## config.mk

```make
export PLATFORM = sky130hd
export DESIGN_NAME = aapr_divider
export DESIGN_NICKNAME = d
export VERILOG_FILES = /design/src/aapr_pkg.sv /design/src/aapr_divider.sv
export SDC_FILE = /design/constraint.sdc
export NUM_CORES = 1
export LEC_CHECK = 0
export BUFFER_PORTS_ARGS = -buffer_cell sky130_fd_sc_hd__clkbuf_2
export CAP_MARGIN = 20
export CORE_ASPECT_RATIO = 1.75
export CORE_UTILIZATION = 47
export CTS_CLUSTER_SIZE = 30
export DETAILED_ROUTE_END_ITERATION = 16
export PLACE_DENSITY = 0.75
export SLEW_MARGIN = 15
export SYNTH_ARGS = -nofsm -noshare
export SYNTH_HDL_FRONTEND = slang
export SYNTH_SLANG_ARGS = --single-unit
```

## constraint.sdc

```tcl
create_clock -name clock -period 3.2 [get_ports clock]
set_clock_uncertainty 0.1 [all_clocks]
set_input_delay 0.8 -clock clock [delete_from_list [all_inputs] [get_ports clock]]
set_output_delay 0.8 -clock clock [all_outputs]
set_load 0.02 [all_outputs]
```

## src/aapr_pkg.sv

```systemverilog
`timescale 1ns / 1ps
// ----------------------------------------------------------------------------
// aapr_pkg
// Shared types, constants and helpers of the axis-angle point rotator.
// ----------------------------------------------------------------------------
package aapr_pkg;

   localparam int COORD_WIDTH     = 32;
   localparam int TRIG_ITERATIONS = 16;
   localparam int PROD_WIDTH      = COORD_WIDTH + 32;
   localparam int ACC_WIDTH       = PROD_WIDTH + 2;

   localparam logic signed [35:0] PI_Q30      = 36'sd3373259426;
   localparam logic signed [35:0] HALF_PI_Q30 = 36'sd1686629713;
   localparam logic signed [33:0] CORDIC_GAIN = 34'sd652032875;
   localparam logic signed [34:0] ONE_Q30     = 35'sd1073741824;

   localparam logic [2:0] CSR_AXIS_X         = 3'd0;
   localparam logic [2:0] CSR_AXIS_Y         = 3'd1;
   localparam logic [2:0] CSR_AXIS_Z         = 3'd2;
   localparam logic [2:0] CSR_ROTATION_ANGLE = 3'd3;

   typedef logic signed [31:0] coef_type;
   typedef coef_type [8:0] matrix_type;

   typedef struct packed {
      logic signed [COORD_WIDTH-1:0] point_x;
      logic signed [COORD_WIDTH-1:0] point_y;
      logic signed [COORD_WIDTH-1:0] point_z;
   } req_type;

   typedef struct packed {
      logic signed [COORD_WIDTH-1:0] rotated_x;
      logic signed [COORD_WIDTH-1:0] rotated_y;
      logic signed [COORD_WIDTH-1:0] rotated_z;
      logic                          zero_axis;
      logic                          clipped;
   } rsp_type;

   typedef struct packed {
      logic signed [15:0] axis_x;
      logic signed [15:0] axis_y;
      logic signed [15:0] axis_z;
      logic signed [15:0] rotation_angle;
   } axis_cfg_type;

   typedef struct packed {
      logic        start;
      logic [63:0] dividend;
      logic [31:0] divisor;
   } div_req_type;

   typedef struct packed {
      logic        done;
      logic [63:0] quotient;
   } div_rsp_type;

   typedef enum logic [3:0] {
      BLD_START,
      BLD_REDUCE,
      BLD_CORDIC,
      BLD_NORM,
      BLD_SQRT,
      BLD_MUL1,
      BLD_MUL2,
      BLD_DIV,
      BLD_ASSEMBLE,
      BLD_IDLE
   } build_state_type;

   function automatic logic signed [35:0] atan_q30(input logic [4:0] idx);
      logic [29:0] val;
      case (idx)
         5'd0:    val = 30'd843314857;
         5'd1:    val = 30'd497837830;
         5'd2:    val = 30'd263043837;
         5'd3:    val = 30'd133525159;
         5'd4:    val = 30'd67021687;
         5'd5:    val = 30'd33543516;
         5'd6:    val = 30'd16775851;
         5'd7:    val = 30'd8388437;
         5'd8:    val = 30'd4194283;
         5'd9:    val = 30'd2097149;
         5'd10:   val = 30'd1048576;
         5'd11:   val = 30'd524288;
         5'd12:   val = 30'd262144;
         5'd13:   val = 30'd131072;
         5'd14:   val = 30'd65536;
         5'd15:   val = 30'd32768;
         5'd16:   val = 30'd16384;
         5'd17:   val = 30'd8192;
         5'd18:   val = 30'd4096;
         5'd19:   val = 30'd2048;
         5'd20:   val = 30'd1024;
         5'd21:   val = 30'd512;
         5'd22:   val = 30'd256;
         5'd23:   val = 30'd128;
         default: val = 30'd0;
      endcase
      return $signed({6'd0, val});
   endfunction

   function automatic coef_type clamp_unit(input logic signed [35:0] val);
      coef_type res;
      if (val > 36'(ONE_Q30)) begin
         res = 32'(ONE_Q30);
      end else if (val < -36'(ONE_Q30)) begin
         res = -32'(ONE_Q30);
      end else begin
         res = val[31:0];
      end
      return res;
   endfunction

endpackage

```

## src/aapr_divider.sv

```systemverilog
`timescale 1ns / 1ps
// ----------------------------------------------------------------------------
// aapr_divider
// Restoring divider, 64-bit dividend by 32-bit divisor, one bit per cycle.
// ----------------------------------------------------------------------------
module aapr_divider import aapr_pkg::*; (
   input  logic        clock,
   input  logic        reset,
   input  div_req_type div_req,
   output div_rsp_type div_rsp
);

   logic        busy_ff, busy_in;
   logic        done_ff, done_in;
   logic [5:0]  cnt_ff, cnt_in;
   logic [63:0] quo_ff, quo_in;
   logic [31:0] rem_ff, rem_in;
   logic [32:0] trial;
   logic [32:0] diff;
   logic        ge;

   always_comb begin
      trial   = {rem_ff, quo_ff[63]};
      diff    = trial - {1'b0, div_req.divisor};
      ge      = trial >= {1'b0, div_req.divisor};
      busy_in = busy_ff;
      done_in = 1'b0;
      cnt_in  = cnt_ff;
      quo_in  = quo_ff;
      rem_in  = rem_ff;
      if (div_req.start) begin
         busy_in = 1'b1;
         cnt_in  = '0;
         quo_in  = div_req.dividend;
         rem_in  = '0;
      end else if (busy_ff) begin
         rem_in = ge ? diff[31:0] : trial[31:0];
         quo_in = {quo_ff[62:0], ge};
         cnt_in = cnt_ff + 6'd1;
         if (cnt_ff == 6'd63) begin
            busy_in = 1'b0;
            done_in = 1'b1;
         end
      end
   end

   always_ff @(posedge clock) begin
      if (reset) begin
         busy_ff <= 1'b0;
         done_ff <= 1'b0;
         cnt_ff  <= '0;
      end else begin
         busy_ff <= busy_in;
         done_ff <= done_in;
         cnt_ff  <= cnt_in;
      end
      quo_ff <= quo_in;
      rem_ff <= rem_in;
   end

   assign div_rsp = '{done: done_ff, quotient: quo_ff};

endmodule

```

* Word-level counts from Yosys, hierarchy flattened
Index checks and enable logic that the tools add are counted.
** Word-level totals
- Bits in registers :: 104
- Output and inout bits :: 65
- Logic and storage cells :: 20
** Operators by class
- $add $sub $neg :: 2
- Magnitude comparators :: 1
- Equality and inequality tests :: 1
- Multiplexer cells :: 7
- Bitwise operators :: 1
- Reductions and logical operators :: 3
** Operators with widths (count)
- two-way mux 64 bit :: 2
- >= comparator 33 x 32 -> 1 bit :: 1
- two-way mux 32 bit :: 1
- subtractor 32 bit :: 1
- adder 6 x 1 -> 6 bit (second input constant) :: 1
- == test 6 bit (second input constant) :: 1
- two-way mux 1 bit :: 4
- OR reduction 3 bit :: 1
- nonzero test 2 bit :: 1
- OR reduction 2 bit :: 1
- inverter 1 bit :: 1

* Logic depth before layout (Yosys ltp)
- Depth after elaboration :: 4
- Gate-level depth with buffers :: 13

* Least setup slack after synthesis
No wires, ideal clock.
- Path kind :: input-to-reg
- Start point :: input div_req[9] (netlist name)
- End point :: register rem_ff[28]
- Data arrival time :: 3069 ps
- Required time :: 2966 ps
- Slack :: -103 ps
- Stages :: 11
- Path buffers :: 1
- Path through :: inv_1 -> ha_1 -> buf_6 -> a21o_1 -> a22oi_2 -> o22ai_2 -> or4b_4 -> a221o_1 -> nor4bb_1 -> nor4_2 -> nor4_2
** On the way
- Longest elaborated chain between the ends :: 2
- Elaborated cells between the ends (all ways) :: 3
- Those cells by class :: add/sub: 1; order compare: 1; mux: 1
** RTL lines
- start, declared :: RTL line aapr_divider.sv:9 : input div_req_type div_req,
- subtractor 32 bit / >= comparator 33 x 32 -> 1 bit (equally long branches) :: RTL line aapr_divider.sv:24, aapr_divider.sv:25
- two-way mux 32 bit * :: RTL line aapr_divider.sv:37 : rem_in = ge ? diff[31:0] : trial[31:0];
- end signal, assigned :: RTL line aapr_divider.sv:58 : rem_ff <= rem_in;
- end, declared :: RTL line aapr_divider.sv:17 : logic [31:0] rem_ff, rem_in;
Every way passes the cells marked *; elsewhere a longest branch is shown, timed or not.
A chain may end at the register's enable or synchronous reset.

* Worst setup path after layout
- Start point :: input div_req[26] (netlist name)
- End point :: register rem_ff[1]
** On the way
- Longest elaborated chain between the ends :: 2
** RTL lines
- >= comparator 33 x 32 -> 1 bit :: RTL line aapr_divider.sv:25 : ge = trial >= {1'b0, div_req.divisor};
- two-way mux 32 bit :: RTL line aapr_divider.sv:37
Every way passes these cells.

==> metrics <==
outcome=finished clean; Setup TNS Final=0 ns; fin cells=about 1000; sw frac=32.3%; Setup Buffers After CTS=0; Post-synth EDFFs=64; gr usage total=about a quarter; CTS tree=built; # port buffers=163; CTS Buf Count=9; Root Driver=clkbuf_16; die outline width=91.1 um; Largest stage delay, worst path=around 0.34 ns; Routed Antenna Nets=0; Worst-Skew Late Latency=~0.35 ns; final hold viol count=0; Final setup violation count=0; initial core utilization=approximately half; highest metal used=met4; Layout area overhead=29.3%; Syn Std Cell Area=between 6000 and 7000 um2; Mapped Avg Cell Area=10.1 um2; Ant. Diodes=0; die area=about 14000 um2; Worst Hold Class=reg2reg; Die H=approximately 160 um; I/O Pins=between 150 and 200; layout cell share with drive strength beyond 1=39.7%; register area share after synthesis=between 40% and 50%; sw power=about 1300 uW; DR WL/cell=16.5 um; Logic pwr share=~28%; commonest non-fill, non-tap cell in the layout=clkbuf_2; FFs w/ async S/R, synth=0%; Power Total=a little under 4000 uW; CORE AREA=13500 um2; Final Slew Violations=0; CTS Buffer Depth=2; area leader, netlist=edfxtp_1; Tmin final=3.18 ns; largest net degree at the start of global routing=between 40 and 50; DRC viols=0; top cells by area, synth=edfxtp_1 (29%), dfxtp_1 (12%), mux2_2 (11%); WL met3=around 780 um; Synth cell types=67; Post-Syn Instances=644; layout net count=1000; worst rel slew slack=a little under three fifths; pwr dens=around 460 nW/um2; dpl cells=roughly 1000; hpwl dp=around 13 mm; WP data required=3.37 ns; DRT Wirelength=17.3 mm; clock share of power=just under 30%; area share of the largest cell type after synthesis=29.4%; Max Fclk=between 0.3 and 0.4 GHz; vias per cell=between 5 and 6; via count=between 5000 and 6000; CP Launch Type=input port; routability cong.=0.911; sequential power share=42.2%; met2 WL=between 9 and 10 mm; # H-tree levels=3; number of global-route vias before repair=roughly 6100; MaxCap Viol Count=0; DR pass1 iterations=4; critical path class=in2reg; cell mode on critical path=a21o_1; Slowest cell on crit path=a221o_1; final core utilization=62.8%; Int Pwr=approximately 2700 uW; Worst-path clk slew=approximately 0.08 ns; Yosys reg bits=approximately 100; # clock sinks=between 100 and 150; Pleak=between 0.003 and 0.004 uW; CP arrival=~3.4 ns; syn nets=between 700 and 800; Iteration-0 DRC Markers=around 280; Synth Flop Type=edfxtp_1; Ys Warns=0; Crit Path Max Fanout=20; first-pass GRT wire length=27.6 mm; grt total ovfl=0; CP cell instances=clkbuf_2 > inv_1 > ha_1 > a21o_1 > a221o_1 > a21oi_2 > o21ai_2 > nor4_2 > a21o_1 > buf_12 > mux2_1 > o22ai_1; Tcrit/Tclk final=99.4%; CP bufs+invs=3; Max IR drop VDD=0.311 mV; Top delay family on crit path=compound AO/OA/AOI/OAI gates; commonest cells after routing, fill and taps aside=clkbuf_2 (162), buf_4 (82), edfxtp_1 (64); Post-Route M1 WL=between 6 and 7 mm; FP Rows=56; initial antenna violation count=0; Least-Margin Pin Slew=0.658 ns; Worst Setup End Kind=flop
## final cells by class
class	instances	area, um2
fill	1124	5010
multi-input combinational	452	3480
sequential	104	2720
timing repair buffer	248	1510
clock buffer	9	225
tap	174	218
inverter	52	195
clock inverter	7	91.3
## Yosys cell counts (3+ instances only)
cell and n:
and3_1 3, inv_1 52, o31ai_1 3, a211oi_1 24
o31a_1 4, nand2b_1 3, a31oi_1 5, mux2i_1 23
and4_1 3, o21ai_0 13, edfxtp_1 64, o21ai_1 5
nand3_1 11, o21a_1 4, xor2_1 10, and2_1 3
buf_1 4, o221ai_1 4, ha_1 33, a21o_1 15
buf_6 4, xnor2_1 17, mux2_2 63, nor4_1 4
a21oi_1 32, clkbuf_1 21, nor2_1 58, dfxtp_1 40
o211ai_1 5, nand2_1 32, nand4b_1 4, nor3_1 9
nor2b_1 4, nor3b_1 6, buf_2 5, nand4_1 10
## cells by family after synthesis
group                    after synthesis  share of synthesized area, %
AND/OR/NAND/NOR                      164                          12.7
AO/OA/AOI/OAI                        140                          15.1
flip-flops                           104                          41.7
buffers and inverters                 88                          5.73
multiplexers                          87                          14.6
adder cells (fa/ha/maj)               34                          6.63
XOR/XNOR                              27                          3.62
## worst reg2reg max path, delay by kind of cell, from the launching register on
family | cells | cell delay, ns
xor gates and xnor gates | 1 | 0.15
buffers and inverters | 1 | 0.08
AOI/OAI and AO/OA | 5 | 1.13
adders and majority gates | 2 | 0.40
DFF | 1 | 0.41
and+or+nand+nor | 2 | 0.62
## per-layer routing
layer,up-vias,track usage (%)
met5,-,0
met4,0,10.7
met3,33,4.08
met1,2742,24.4
met2,180,47.5
li1,2819,-
## final timing paths
check                              start                      end  slack (ns)  cells after the start
setup / recovery             div_req[26]   rem_ff[1]$_SDFFE_PP0P_        0.02                     12
hold / removal    cnt_ff[5]$_SDFFE_PP0P_       done_ff$_SDFF_PP0_        0.40                      2
setup reg to reg    quo_ff[63]$_DFFE_PP_  rem_ff[26]$_SDFFE_PP0P_        0.18                     11
hold reg to reg   cnt_ff[5]$_SDFFE_PP0P_       done_ff$_SDFF_PP0_        0.40                      2
## registers in the layout (all words and copies together) (netlist names)
name / flops
rem_ff: 32
cnt_ff: 6
done_ff: 1
quo_ff: 64
busy_ff: 1
## repair_timing
item | in CTS | in global routing
pin swaps | 1 | 2
hold buffers | 0 | 0
resized for setup | 1 | 3
endpoints found under the setup margin | 1 | 24
## power by group through the flow
| stage | combinational (uW) | clock, uW | sequential [uW] |
|---|---|---|---|
| after floorplan | 596 | 0 | 1770 |
| after global placement | 1080 | 0 | 1680 |
| after detailed placement | 1100 | 0 | 1680 |
| after CTS | 1110 | 1180 | 1660 |
| after global routing | 1210 | 1220 | 1670 |
| final | 1120 | 1150 | 1650 |
## through the flow
stage	hold slack, ns	worst slack [ns]	instance area, um2
6_report	0.404	0.0193	8440
5_1_grt	0.413	-0.0514	8440
4_1_cts	0.400	0.00136	8430
3_5_place_dp	0.395	-0.290	8100
3_3_place_gp	0.366	-0.191	8100
2_1_floorplan	0.345	0.00806	6560
No activity file was read; power rests on OpenSTA's default activity.
